==> config.mk <==
export PLATFORM = sky130hd
export DESIGN_NAME = serial_load_frame_parser_unit_flat
export DESIGN_NICKNAME = d
export VERILOG_FILES = /design/src/hw/rtl/slfp_pkg.sv /design/src/hw/rtl/slfp_if.sv /design/src/hw/rtl/slfp_core.sv /design/src/hw/rtl/slfp_out_queue.sv /design/src/hw/rtl/serial_load_frame_parser_unit.sv /design/src/flat_wrapper.sv
export SDC_FILE = /design/constraint.sdc
export NUM_CORES = 1
export LEC_CHECK = 0
export BUFFER_PORTS_ARGS = -buffer_cell sky130_fd_sc_hd__buf_2
export CORE_UTILIZATION = 25
export CTS_CLUSTER_SIZE = 16
export DETAILED_ROUTE_END_ITERATION = 10
export SETUP_SLACK_MARGIN = 0.4
export SLEW_MARGIN = 20
export SYNTH_ARGS = -nofsm -noshare
export SYNTH_HDL_FRONTEND = slang
export SYNTH_SLANG_ARGS = --single-unit
==> constraint.sdc <==
create_clock -name clk -period 5.5 [get_ports clk]
set_input_delay 0.55 -clock clk [delete_from_list [all_inputs] [get_ports clk]]
set_output_delay 0.55 -clock clk [all_outputs]
set_load 0.005 [all_outputs]
==> src/hw/rtl/slfp_pkg.sv <==
// shared types and constants of the serial load frame parser
package slfp_pkg;

  localparam logic [31:0] HEADER_RESET = 32'hCAFECAFE;
  localparam logic [31:0] WORD_BYTES   = 32'd4;

  localparam logic EV_WRITE = 1'b0;
  localparam logic EV_BOOT  = 1'b1;

  typedef enum logic [1:0] {
    PH_HUNT = 2'd0,
    PH_ADDR = 2'd1,
    PH_SIZE = 2'd2,
    PH_DATA = 2'd3
  } phase_t;

  typedef struct packed {
    logic        kind;
    logic [31:0] address;
    logic [31:0] data;
    logic        last;
  } evt_t;

  typedef struct packed {
    logic [1:0] count;
    evt_t       ev0;
    evt_t       ev1;
  } push_t;

endpackage

==> src/hw/rtl/slfp_if.sv <==
// byte and event channel interfaces
interface slfp_byte_if;
  logic       valid;
  logic       ready;
  logic [7:0] rx_byte;

  modport source (output valid, output rx_byte, input ready);
  modport sink (input valid, input rx_byte, output ready);
endinterface

interface slfp_event_if;
  logic        valid;
  logic        ready;
  logic        event_kind;
  logic [31:0] address;
  logic [31:0] data;
  logic        last;

  modport source (output valid, output event_kind, output address, output data,
                  output last, input ready);
  modport sink (input valid, input event_kind, input address, input data,
                input last, output ready);
endinterface

==> src/hw/rtl/slfp_core.sv <==
// byte packing, frame phase tracking and event generation
module slfp_core (
  input  logic                 clk,
  input  logic                 rst,
  input  logic                 cfg_wr_en,
  input  logic [31:0]          cfg_wr_data,
  input  logic                 accept,
  input  logic [7:0]           rx_byte,
  output slfp_pkg::push_t      push
);
  import slfp_pkg::*;

  logic [31:0] header_value;
  logic [1:0]  byte_position, byte_position_next;
  logic [23:0] partial_word, partial_word_next;
  phase_t      phase, phase_next;
  logic [31:0] write_address, write_address_next;
  logic [31:0] start_address, start_address_next;
  logic [29:0] words_remaining, words_remaining_next;

  logic [31:0] word;
  logic [29:0] count_dec;
  evt_t        boot_ev;
  evt_t        write_ev;

  always_ff @(posedge clk) begin
    if (rst) begin
      header_value    <= HEADER_RESET;
      byte_position   <= '0;
      partial_word    <= '0;
      phase           <= PH_HUNT;
      write_address   <= '0;
      start_address   <= '0;
      words_remaining <= '0;
    end else begin
      if (cfg_wr_en) begin
        header_value <= cfg_wr_data;
      end
      byte_position   <= byte_position_next;
      partial_word    <= partial_word_next;
      phase           <= phase_next;
      write_address   <= write_address_next;
      start_address   <= start_address_next;
      words_remaining <= words_remaining_next;
    end
  end

  always_comb begin
    byte_position_next   = byte_position;
    partial_word_next    = partial_word;
    phase_next           = phase;
    write_address_next   = write_address;
    start_address_next   = start_address;
    words_remaining_next = words_remaining;
    word      = {rx_byte, partial_word};
    count_dec = words_remaining - 30'd1;
    boot_ev   = '{kind: EV_BOOT, address: start_address, data: 32'd0, last: 1'b1};
    write_ev  = '{kind: EV_WRITE, address: write_address, data: word, last: 1'b0};
    push      = '0;
    if (accept) begin
      if (byte_position != 2'd3) begin
        case (byte_position)
          2'd0:    partial_word_next[7:0]   = rx_byte;
          2'd1:    partial_word_next[15:8]  = rx_byte;
          default: partial_word_next[23:16] = rx_byte;
        endcase
        byte_position_next = byte_position + 2'd1;
      end else begin
        partial_word_next  = '0;
        byte_position_next = '0;
        case (phase)
          PH_HUNT: begin
            if (word == header_value) begin
              phase_next = PH_ADDR;
            end
          end
          PH_ADDR: begin
            start_address_next = word;
            write_address_next = word;
            phase_next         = PH_SIZE;
          end
          PH_SIZE: begin
            words_remaining_next = word[31:2];
            if (word[31:2] == 30'd0) begin
              phase_next = PH_HUNT;
              push.count = 2'd1;
              push.ev0   = boot_ev;
            end else begin
              phase_next = PH_DATA;
            end
          end
          default: begin
            write_address_next   = write_address + WORD_BYTES;
            words_remaining_next = count_dec;
            push.ev0             = write_ev;
            if (count_dec == 30'd0) begin
              phase_next = PH_HUNT;
              push.count = 2'd2;
              push.ev1   = boot_ev;
            end else begin
              push.count    = 2'd1;
              push.ev0.last = 1'b1;
            end
          end
        endcase
      end
    end
  end

endmodule

==> src/hw/rtl/slfp_out_queue.sv <==
// four-entry event queue, up to two pushes and one pop per cycle
module slfp_out_queue (
  input  logic            clk,
  input  logic            rst,
  input  slfp_pkg::push_t push,
  output logic            room,
  input  logic            pop,
  output logic            head_valid,
  output slfp_pkg::evt_t  head
);
  import slfp_pkg::*;

  evt_t       entries [4];
  logic [1:0] wr_ptr, rd_ptr;
  logic [2:0] count, count_next;

  assign room       = (count <= 3'd2);
  assign head_valid = (count != 3'd0);
  assign head       = entries[rd_ptr];

  always_comb begin
    count_next = count + {1'b0, push.count} - {2'b00, pop};
  end

  always_ff @(posedge clk) begin
    if (rst) begin
      wr_ptr <= '0;
      rd_ptr <= '0;
      count  <= '0;
    end else begin
      wr_ptr <= wr_ptr + push.count;
      if (pop) begin
        rd_ptr <= rd_ptr + 2'd1;
      end
      count <= count_next;
    end
  end

  always_ff @(posedge clk) begin
    if (push.count != 2'd0) begin
      entries[wr_ptr] <= push.ev0;
    end
    if (push.count == 2'd2) begin
      entries[wr_ptr + 2'd1] <= push.ev1;
    end
  end

endmodule

==> src/hw/rtl/serial_load_frame_parser_unit.sv <==
// serial load frame parser top level
// an event is written into the event queue register when the byte that completes its word is accepted
// throughput: one byte per cycle; at most two events per word, one event per cycle out
// the byte side stalls only when the four-entry event queue cannot take two more
// reset clears the queue, the byte packer and the frame phase; header reloads 0xcafecafe
module serial_load_frame_parser_unit (
  input  logic         clk,
  input  logic         rst,
  input  logic         cfg_wr_en,
  input  logic [31:0]  cfg_wr_data,
  slfp_byte_if.sink    rx,
  slfp_event_if.source ev
);
  import slfp_pkg::*;

  logic  accept;
  logic  room;
  logic  head_valid;
  logic  pop;
  push_t push;
  evt_t  head;

  assign rx.ready = room;
  assign accept   = rx.valid && rx.ready;
  assign pop      = ev.valid && ev.ready;

  slfp_core u_core (
    .clk         (clk),
    .rst         (rst),
    .cfg_wr_en   (cfg_wr_en),
    .cfg_wr_data (cfg_wr_data),
    .accept      (accept),
    .rx_byte     (rx.rx_byte),
    .push        (push)
  );

  slfp_out_queue u_queue (
    .clk        (clk),
    .rst        (rst),
    .push       (push),
    .room       (room),
    .pop        (pop),
    .head_valid (head_valid),
    .head       (head)
  );

  assign ev.valid      = head_valid;
  assign ev.event_kind = head.kind;
  assign ev.address    = head.address;
  assign ev.data       = head.data;
  assign ev.last       = head.last;

endmodule

==> src/flat_wrapper.sv <==
// flat-port wrapper written by rule: the top's interface ports become plain ports
module serial_load_frame_parser_unit_flat import slfp_pkg::*;
  (clk, rst, cfg_wr_en, cfg_wr_data, rx_valid, rx_rx_byte, rx_ready, ev_valid, ev_event_kind, ev_address, ev_data, ev_last, ev_ready);
  slfp_byte_if rx_i ();
  slfp_event_if ev_i ();
  input  logic clk;
  input  logic rst;
  input  logic cfg_wr_en;
  input  logic [31:0] cfg_wr_data;
  input wire logic [$bits(rx_i.valid)-1:0] rx_valid;
  input wire logic [$bits(rx_i.rx_byte)-1:0] rx_rx_byte;
  output wire logic [$bits(rx_i.ready)-1:0] rx_ready;
  output wire logic [$bits(ev_i.valid)-1:0] ev_valid;
  output wire logic [$bits(ev_i.event_kind)-1:0] ev_event_kind;
  output wire logic [$bits(ev_i.address)-1:0] ev_address;
  output wire logic [$bits(ev_i.data)-1:0] ev_data;
  output wire logic [$bits(ev_i.last)-1:0] ev_last;
  input wire logic [$bits(ev_i.ready)-1:0] ev_ready;
  assign rx_i.valid = rx_valid;
  assign rx_i.rx_byte = rx_rx_byte;
  assign rx_ready = rx_i.ready;
  assign ev_valid = ev_i.valid;
  assign ev_event_kind = ev_i.event_kind;
  assign ev_address = ev_i.address;
  assign ev_data = ev_i.data;
  assign ev_last = ev_i.last;
  assign ev_i.ready = ev_ready;
  serial_load_frame_parser_unit u_core (.clk(clk), .rst(rst), .cfg_wr_en(cfg_wr_en), .cfg_wr_data(cfg_wr_data), .rx(rx_i), .ev(ev_i));
endmodule
# After elaboration in Yosys (flattened, before gate mapping)
# Memories as Yosys holds them, arrays and structs flattened. A register that Yosys moved wholly into a read port is not among the register bits.
# Index checks and enable logic that the tools add are counted.
[op_classes] n_bitwise=3 n_mux=25 div_mod_pow=0 mul=0 order_cmp=1 eq_ne=10 n_reduce_logical=20 addsub=8 shift=0
[ops] operator="134-bit two-way mux" count=2
[ops] operator="68-bit one-hot mux with 2 select lines" count=1
[ops] operator="66-bit two-way mux" count=2
[ops] operator="67-bit two-way mux" count=1
[ops] operator="32-bit one-hot mux with 2 select lines" count=1
[ops] operator="30-bit zero test" count=2
[ops] operator="30-bit one-hot mux with 2 select lines" count=1
[ops] operator="32-bit by 3-bit adder with 32-bit output, second input constant" count=1
[ops] operator="32-bit == test" count=1
[ops] operator="30-bit by 1-bit subtractor with 30-bit output, second input constant" count=1
[ops] operator="24-bit two-way mux" count=1
[ops] operator="8-bit two-way mux" count=3
[ops] operator="2-bit two-way mux" count=7
[ops] operator="3-bit AND reduction" count=3
[ops] operator="2-bit by 1-bit adder with 2-bit output, second input constant" count=3
[ops] operator="2-bit != test, second input constant" count=3
[ops] operator="2-bit one-hot mux with 3 select lines" count=1
[ops] operator="2-bit AND reduction" count=3
[ops] operator="2-bit OR reduction" count=3
[ops] operator="1-bit two-way mux" count=5
[ops] operator="2-bit by 1-bit == test with 1-bit output, second input constant" count=2
[ops] operator="2-bit == test, second input constant" count=2
[ops] operator="2-bit zero test" count=2
[ops] operator="2-bit by 1-bit != test with 1-bit output, second input constant" count=2
[ops] operator="other kinds (11)" count=14
[totals] romBits=0 wordCells=80 mem_bits_rw=264 n_memories=1 latch_bits=0 ff_bits=161
[memory_table] memory="u_core.u_queue.entries" depth=4 width=66 read_ports=1 rd_ports_with_merged_regs=1 write_ports=2 line="slfp_out_queue.sv:13" text="evt_t entries [4];"

# Depth between registers and ports, before layout
# Gate-level depths: netlist of the first run.
[depth] depth_word=9 depth_mapped=17 mapped_depth_nobuf=16

# Modules after synthesis
# A second synthesis of the first run with hierarchy kept.
[unflattened] cells_unflattened=1858 hier_area_um2=22116.2
[modules_own_cells] module="slfp_out_queue" n_inst=1 cells_per_inst=683 area_each_um2=13138.9
[modules_own_cells] module="slfp_core" n_inst=1 cells_per_inst=1173 area_each_um2=8964.8
[modules_own_cells] module="serial_load_frame_parser_unit" n_inst=1 cells_per_inst=2 area_each_um2=12.5

# Worst setup path after synthesis of the first run
# OpenSTA, ideal clock, no wires.
[synth_path] path_type="register to register" startpoint="register u_core.u_core.words_remaining[0]" endpoint="register u_core.u_queue.count[2]" t_required_ns=5.372 n_path_buf=1 path_slack_ns=1.521 setup_ns=0.128 path_stages_with_launch=18 arrival_ns=3.851 path_cell_list="dfxtp_1 -> inv_1 -> ha_1 -> or3b_2 -> nor3_1 -> xor2_1 -> or3_1 -> or4_1 -> buf_6 -> a21oi_1 -> ha_1 -> inv_1 -> ha_1 -> inv_1 -> fa_1 -> xnor2_1 -> xnor2_1 -> nor2_1"
[synth_via] elab_chain_len=8
[synth_rtl] element="start: declaration" line="slfp_core.sv:19" text="logic [29:0] words_remaining, words_remaining_next;"
[synth_rtl] element="start signal: assignment" line="slfp_core.sv:44" text="words_remaining <= words_remaining_next;"
[synth_rtl] element="30-bit by 1-bit subtractor with 30-bit output" line="slfp_core.sv:56" text="count_dec = words_remaining - 30'd1;"
[synth_rtl] element="30-bit zero test" line="slfp_core.sv:96" text="if (count_dec == 30'd0) begin"
[synth_rtl] element="2-bit two-way mux" line="slfp_core.sv:96"
[synth_rtl] element="68-bit one-hot mux with 2 select lines" line="slfp_core.sv:71" text="case (phase)"
[synth_rtl] element="134-bit two-way mux" line="slfp_core.sv:61" text="if (byte_position != 2'd3) begin"
[synth_rtl] element="134-bit two-way mux" line="slfp_core.sv:60" text="if (accept) begin"
[synth_rtl] element="3-bit by 2-bit adder with 3-bit output" line="slfp_out_queue.sv:22" text="count_next = count + {1'b0, push.count} - {2'b00, pop};"
[synth_rtl] element="3-bit by 1-bit subtractor with 3-bit output" line="slfp_out_queue.sv:22"
[synth_rtl] element="end signal: assignment" line="slfp_out_queue.sv:35" text="count <= count_next;"
[synth_rtl] element="end: declaration" line="slfp_out_queue.sv:15" text="logic [2:0] count, count_next;"
# Every way passes these cells.
# A chain may end at the register's enable or synchronous reset.

# Worst setup path after layout of the first run
# Same ends and word-level chain as after synthesis.

==> impl_metrics.env, run 1 <==
export IMPL_outcome="complete, no violations"
export IMPL_setup_viol=0
export IMPL_die_height_um=281
export IMPL_clk_latency_ns=0.58
export IMPL_avgSynthCellArea_um2=10.7
export IMPL_ys_ff_latch=427
export IMPL_vias_per_cell=5.24
export IMPL_cts_setup_buffers=0
export IMPL_die_area_um2=78900
export IMPL_areaGrowthSynthToFinish_pct=14.9
export IMPL_cap_violations=0
export IMPL_gp_congestion=0.888
export IMPL_yosys_area_top_type="dfxtp_1"
export IMPL_max_freq_mhz=207
export IMPL_period_share_pct=87.6
export IMPL_tightest_slew_ns=1.02
export IMPL_endpoint="u_core.u_queue.count[2]$_SDFF_PP0_"
export IMPL_numCtsBuffers=47
export IMPL_r2r_end="u_core.u_queue.count[2]$_SDFF_PP0_"
export IMPL_core_area_um2=76500
export IMPL_htreeDepth=2
export IMPL_synth_common_cells="dfxtp_1, a22o_1, clkbuf_1"
export IMPL_fin_util_pct=29.2
export IMPL_post_route_drc_count=0
export IMPL_path_max_fanout=8
export IMPL_power_total_mw=7.50
export IMPL_max_slew_margin_rel_pct=32.1
export IMPL_path_class="flip-flop to flip-flop"
export IMPL_cts_tree="done"
export IMPL_syn_nets=1865
export IMPL_path_clk_slew_ns=0.06
export IMPL_cts_hold_buf=0
export IMPL_grt_pass1_wl_um=93600
export IMPL_dpl_cell_count=2798
export IMPL_drt_pass1_iter_count=5
export IMPL_startpoint="u_core.u_core.words_remaining[0]$_SDFFE_PP0P_"
export IMPL_async_reset_ff_share_pct=0
export IMPL_num_rows=101
export IMPL_dpl_hpwl_um=38500
export IMPL_rsz0062_at_grt="false"
export IMPL_critPathLaunchType="flip-flop"
export IMPL_power_leakage_nw=7.66
export IMPL_r2r_start="u_core.u_core.words_remaining[0]$_SDFFE_PP0P_"
export IMPL_diodes=0
export IMPL_final_area_um2=22300
export IMPL_crit_required_ns=5.94
export IMPL_nets=1873
export IMPL_cts_sinks=427
export IMPL_place_area_um2=20800
export IMPL_finalCriticalPeriod_ns=4.82
export IMPL_synth_most_common_cell="dfxtp_1"
export IMPL_synth_ff_type="dfxtp_1"
export IMPL_fin_skew_ns=0.0153
export IMPL_io_pins=113
export IMPL_synth_edf_count=136
export IMPL_wl_per_cell_um=21.5
export IMPL_slew_viol_final=0
export IMPL_synth_cell_types=69
export IMPL_port_buffers=112
export IMPL_postRouteAntennaNets=0
export IMPL_grt_pass1_vias=15045
export IMPL_drive_gt1_share_pct=17.1
export IMPL_power_density_nw_per_um2=336
export IMPL_grtUsageTotal_pct=15.5
export IMPL_cp_arrival_ns=5.26
export IMPL_wl_um=61900
export IMPL_peakVddDrop_mv=0.198
export IMPL_grt_overflow=0
export IMPL_setup_tns_ns=0
export IMPL_synth_top_area_share_pct=30.0
export IMPL_die_w_um=281
export IMPL_dr_first_iter_drc_count=1558
export IMPL_hp_start="cfg_wr_data[31]"
export IMPL_finalHoldViolations=0
export IMPL_reg2reg_slack_ns=0.68
export IMPL_hold_path_class="input port to flip-flop"
export IMPL_antenna_found_initial=2
export IMPL_synth_cells=1809
export IMPL_netlist_area_um2=19400
export IMPL_cts_max_path_buffers=3
export IMPL_ctsResizeCount=0
export IMPL_yosysWarnings=0
export IMPL_grt_max_degree=75
export IMPL_root_buffer="clkbuf_16"
export IMPL_reg2regPathDepth=16
export IMPL_vias=15126
export IMPL_layout_cells_non_filler=2885
export IMPL_critPathCaptureType="flip-flop"
export IMPL_synth_area_leaders="dfxtp_1, edfxtp_1, a22o_1"
export IMPL_initial_core_util_pct=25.4
export IMPL_seq_area_frac_synth_pct=51.0
-- layout make-up --
class	count	area, µm²
Clock buffer	74	1380
Clock inverter	13	121
Fill cell	7740	54100
Inverter	27	101
Multi-Input combinational cell	1159	8640
Sequential cell	427	9910
Tap cell	1030	1290
Timing Repair Buffer	155	888
-- placed cells by master (no fill, tap or decap), types with 44 or more instances in the layout --
| cell | n |
|---|---|
| dfxtp_1 | 289 |
| a22o_1 | 239 |
| nand2_1 | 149 |
| edfxtp_1 | 136 |
| nor2_1 | 111 |
| buf_2 | 110 |
| a21oi_1 | 106 |
| mux4_2 | 66 |
| clkbuf_16 | 47 |
| buf_4 | 45 |
| o21ai_0 | 44 |
-- worst max-delay path, stage by stage (launching register included) --
cell	delay (ns)
dfxtp_1	0.37
inv_1	0.10
ha_1	0.26
nor3b_2	0.37
nand4_1	0.37
o31a_1	0.40
or3_1	0.43
or4_1	0.73
a21oi_1	0.33
ha_1	0.27
inv_1	0.06
ha_1	0.13
inv_1	0.05
fa_1	0.43
xnor2_1	0.18
xnor2_1	0.14
nor2_1	0.06
-- state kept, by name, indices dropped and copies added (netlist names), named ones only --
signal                         flops
u_core.u_core.partial_word        24
u_core.u_core.phase                2
u_core.u_queue.wr_ptr              2
u_core.u_queue.count               3
u_core.u_core.words_remaining     30
u_core.u_queue.entries           264
u_core.u_queue.rd_ptr              2
u_core.u_core.byte_position        2
u_core.u_core.start_address       32
u_core.u_core.write_address       32
u_core.u_core.header_value        32
-- worst min-delay path by stage --
stage	endpoint	slack, ns	depth (start not counted)
5_1_grt	u_core.u_core.header_value[1]$_SDFFE_PP1P_	0.16	2
6_report	u_core.u_core.header_value[31]$_SDFFE_PP1P_	0.18	2
4_1_cts	u_core.u_core.header_value[1]$_SDFFE_PP1P_	0.16	2
3_5_place_dp	u_core.u_queue.entries[3][24]$_SDFFE_PP0N_	0.44	2
2_1_floorplan	u_core.u_queue.entries[3][24]$_SDFFE_PP0N_	0.43	2
3_3_place_gp	u_core.u_queue.entries[3][32]$_SDFFE_PP0N_	0.43	2
-- per-stage QoR --
step | worst slack (ns) | hold slack (ns)
after floorplan | 1.52 | 0.429
after global placement | 0.890 | 0.435
after detailed placement | 0.786 | 0.444
after CTS | 0.759 | 0.158
after global routing | 0.424 | 0.162
final | 0.680 | 0.176
-- power breakdown --
part           switching (mW)  internal [mW]
registers               0.223           3.30
logic                   0.472          0.439
clock network            1.30           1.77
total                    1.99           5.51
-- cells by family after synthesis --
family,share of synthesized area [%]
AO/OA/AOI/OAI,20.9
AND/OR/NAND/NOR,12.0
flip-flops,51.0
buffers and inverters,4.89
multiplexers,8.48
XOR/XNOR,1.98
adder cells (fa/ha/maj),0.747
-- per-layer routing --
metal / share of wire, % / global-route usage [%] / up-vias
met5: 0.042 / 0 / -
li1: - / - / 6857
met1: 42 / 19.5 / 7531
met2: 48 / 26.3 / 602
met4: 3.1 / 5.42 / 4
met3: 7.0 / 2.88 / 132
Note: power is estimated with default switching activity, not from simulation.
==> run 2, diff against run 1 <==
--- a/config.mk
+++ b/config.mk
@@ -13,4 +13,5 @@
 export SLEW_MARGIN = 20
 export SYNTH_ARGS = -nofsm -noshare
 export SYNTH_HDL_FRONTEND = slang
+export SYNTH_HIERARCHICAL = 1
 export SYNTH_SLANG_ARGS = --single-unit
==> run 2 against run 1 <==
  * Sequential power is 2% higher
  * Largest power group unchanged
  * Largest cell class unchanged
  * Fmax shrank 3.2%
  * Highest routed layer is now met4
  * Routed wire length up 4.2%
==> impl_metrics.env, run 2 <==
export IMPL_cts_max_path_buffers=3
export IMPL_hold_path_class="input port to flip-flop"
export IMPL_crit_required_ns=5.85
export IMPL_critPathLaunchType="flip-flop"
export IMPL_path_max_fanout=33
export IMPL_min_path_cells=3
export IMPL_vias=15171
export IMPL_avgSynthCellArea_um2=11.9
export IMPL_r2r_end="u_core/u_queue/entries[2][30]$_DFFE_PP_"
export IMPL_layout_commonest_cell="edfxtp_1"
export IMPL_hold_end="u_core/u_core/header_value[14]$_SDFFE_PP1P_"
export IMPL_wl_um=64500
export IMPL_root_buffer="clkbuf_16"
export IMPL_synth_edf_count=264
export IMPL_path_class="flip-flop to flip-flop"
export IMPL_die_area_um2=89700
export IMPL_cts_tree="done"
export IMPL_path_common_cell="or4b_1"
export IMPL_path_clk_slew_ns=0.06
export IMPL_fin_util_pct=29.2
export IMPL_cts_hold_buf=0
export IMPL_max_freq_mhz=201
export IMPL_peakVddDrop_mv=0.211
export IMPL_cpPeakStageDelay_ns=0.64
export IMPL_cts_sinks=427
export IMPL_finalHoldViolations=0
export IMPL_synth_common_cells="edfxtp_1, mux2_2, dfxtp_1"
export IMPL_grt_pass1_wl_um=96800
export IMPL_port_buffers=112
export IMPL_synth_top_area_share_pct=35.8
export IMPL_layout_common_cells="edfxtp_1, mux2_2, dfxtp_1, nand2_1, buf_2"
export IMPL_netlist_area_um2=22100
export IMPL_clk_latency_ns=0.61
export IMPL_die_w_um=299
export IMPL_nets=1975
export IMPL_path_cells="inv_1 -> ha_1 -> or4b_1 -> or4b_1 -> o21a_1 -> nor4b_2 -> nand4_1 -> or3_2 -> a21o_1 -> and4bb_4 -> buf_8 -> mux2_2"
export IMPL_dpl_hpwl_um=41400
export IMPL_finalWorstSetupSlack_ns=0.521
export IMPL_num_rows=108
export IMPL_grt_pass1_vias=15084
export IMPL_initial_core_util_pct=25.4
export IMPL_io_pins=113
export IMPL_postRouteAntennaNets=0
export IMPL_gp_congestion=0.873
export IMPL_grt_overflow=0
export IMPL_synth_cells=1858
export IMPL_cp_arrival_ns=5.33
export IMPL_hp_start="cfg_wr_data[14]"
export IMPL_numCtsBuffers=46
export IMPL_antenna_found_initial=1
export IMPL_reg2regPathDepth=12
export IMPL_power_leakage_nw=8.26
export IMPL_critPathSlowestCell="or4b_1"
export IMPL_wl_per_cell_um=20.7
export IMPL_yosys_area_top_type="edfxtp_1"
export IMPL_vias_per_cell=4.87
export IMPL_drt_pass1_iter_count=7
export IMPL_cap_violations=0
export IMPL_areaGrowthSynthToFinish_pct=15.1
export IMPL_core_area_um2=87200
export IMPL_dp_slack_ns=0.276
export IMPL_largest_register_ffs=264
export IMPL_seq_area_frac_synth_pct=50.6
export IMPL_power_density_nw_per_um2=292
export IMPL_finalCriticalPeriod_ns=4.98
export IMPL_synth_area_leaders="edfxtp_1, dfxtp_1, mux2_2"
export IMPL_post_route_drc_count=0
export IMPL_r2r_start="u_core/u_core/words_remaining[0]$_SDFFE_PP0P_"
export IMPL_critPathCaptureType="flip-flop"
export IMPL_grtUsageTotal_pct=14.0
export IMPL_ys_ff_latch=427
export IMPL_dr_first_iter_drc_count=1132
export IMPL_die_height_um=299
export IMPL_period_share_pct=90.5
export IMPL_slew_viol_final=0
export IMPL_synth_ff_type="edfxtp_1"
export IMPL_place_area_um2=23800
export IMPL_reg2reg_slack_ns=0.52
export IMPL_htreeDepth=2
export IMPL_tightest_slew_ns=1.09
export IMPL_outcome="complete, no violations"
export IMPL_yosysWarnings=6
export IMPL_max_slew_margin_rel_pct=27.6
export IMPL_fin_skew_ns=0.0269
export IMPL_setup_viol=0
export IMPL_synth_most_common_cell="edfxtp_1"
export IMPL_regMostFlops="u_core/u_queue/entries"
export IMPL_drive_gt1_share_pct=29.6
export IMPL_async_reset_ff_share_pct=0
export IMPL_rsz0062_at_grt="false"
export IMPL_synth_cell_types=74
export IMPL_grt_max_degree=97
export IMPL_final_area_um2=25400
-- run 2: cell count changes after synthesis, moves of 39 or more --
cell      change
edfxtp_1    +128
mux2_1       +39
clkbuf_1     -67
mux2_2      +226
buf_4        +49
a22o_1      -211
dfxtp_1     -128
-- run 2: where the power goes --
part,internal [mW],total [mW],switching (mW)
Combinational,0.340,0.721,0.381
Clock,1.77,3.11,1.34
Sequential,3.42,3.59,0.174
Total,5.53,7.43,1.90
-- run 2: how the worst max path moves through the flow --
stage	startpoint	endpoint	slack, ns	cells after the start
after floorplan	u_core/u_core/words_remaining[0]$_SDFFE_PP0P_	u_core/u_queue/entries[3][0]$_DFFE_PP_	-0.03	15
after global placement	u_core/u_core/words_remaining[0]$_SDFFE_PP0P_	u_core/u_queue/entries[0][5]$_DFFE_PP_	0.34	12
after detailed placement	u_core/u_core/words_remaining[0]$_SDFFE_PP0P_	u_core/u_queue/entries[1][8]$_DFFE_PP_	0.28	12
after CTS	u_core/u_core/words_remaining[0]$_SDFFE_PP0P_	u_core/u_queue/entries[2][14]$_DFFE_PP_	0.42	12
after global routing	u_core/u_core/words_remaining[0]$_SDFFE_PP0P_	u_core/u_queue/entries[2][61]$_DFFE_PP_	0.41	12
final	u_core/u_core/words_remaining[0]$_SDFFE_PP0P_	u_core/u_queue/entries[2][30]$_DFFE_PP_	0.52	12
-- run 2: cell families (layout without fill, tap and decap cells) --
group                    Yosys count  count (layout)  share of synthesized area, %
flip-flops                       427             427                          50.6
buffers and inverters            238             305                          5.27
other                              1              34                        0.0170
multiplexers                     371             371                          22.0
AND/OR/NAND/NOR                  495             495                          11.5
AO/OA/AOI/OAI                    261             261                          7.61
XOR/XNOR                          54              54                          2.26
adder cells (fa/ha/maj)           11              11                         0.656
-- run 2: repair_timing --
item	4_1_cts	5_1_grt
resized for setup	0	7
pin swaps	2	0
setup buffers	8	0
cloned	0	1
setup endpoints to repair	130	229
-- run 2: worst max-delay path, delay by kind of cell (launching register included) --
| kind | cells | cell delay (ns) |
|---|---|---|
| flops | 1 | 0.35 |
| simple gates | 6 | 2.70 |
| mux | 1 | 0.39 |
| compound gates | 2 | 0.61 |
| buf+inv | 2 | 0.41 |
| fa+ha+maj | 1 | 0.25 |
-- run 2: layout make-up --
cell class / count / area [µm²]
sequential: 427 / 11200
antenna: 2 / 5.00
timing repair buffer: 167 / 1170
multi-input combinational: 1224 / 9950
inverter: 53 / 199
clock buffer: 60 / 1220
tap: 1155 / 1450
clock inverter: 25 / 260
fill: 8862 / 61700
-- run 2: per-stage QoR --
stage / hold WS (ns) / TNS [ns] / power (mW) / instances
finish: 0.179 / 0 / 7.43 / 3113
global route: 0.175 / 0 / 7.68 / 3112
CTS: 0.153 / 0 / 7.50 / 3110
detailed placement: 0.453 / 0 / 4.40 / 3017
global placement: 0.446 / 0 / 4.39 / 3017
floorplan: 0.436 / -7.68 / 4.11 / 1889
-- run 2: routing by layer --
metal | vias up | share of wire, % | global-route usage, %
li1 | 7011 | - | -
met1 | 7603 | 44 | 19.1
met4 | 0 | 2.7 | 4.52
met3 | 92 | 5.2 | 1.85
met5 | - | 0 | 0
met2 | 465 | 48 | 23.1
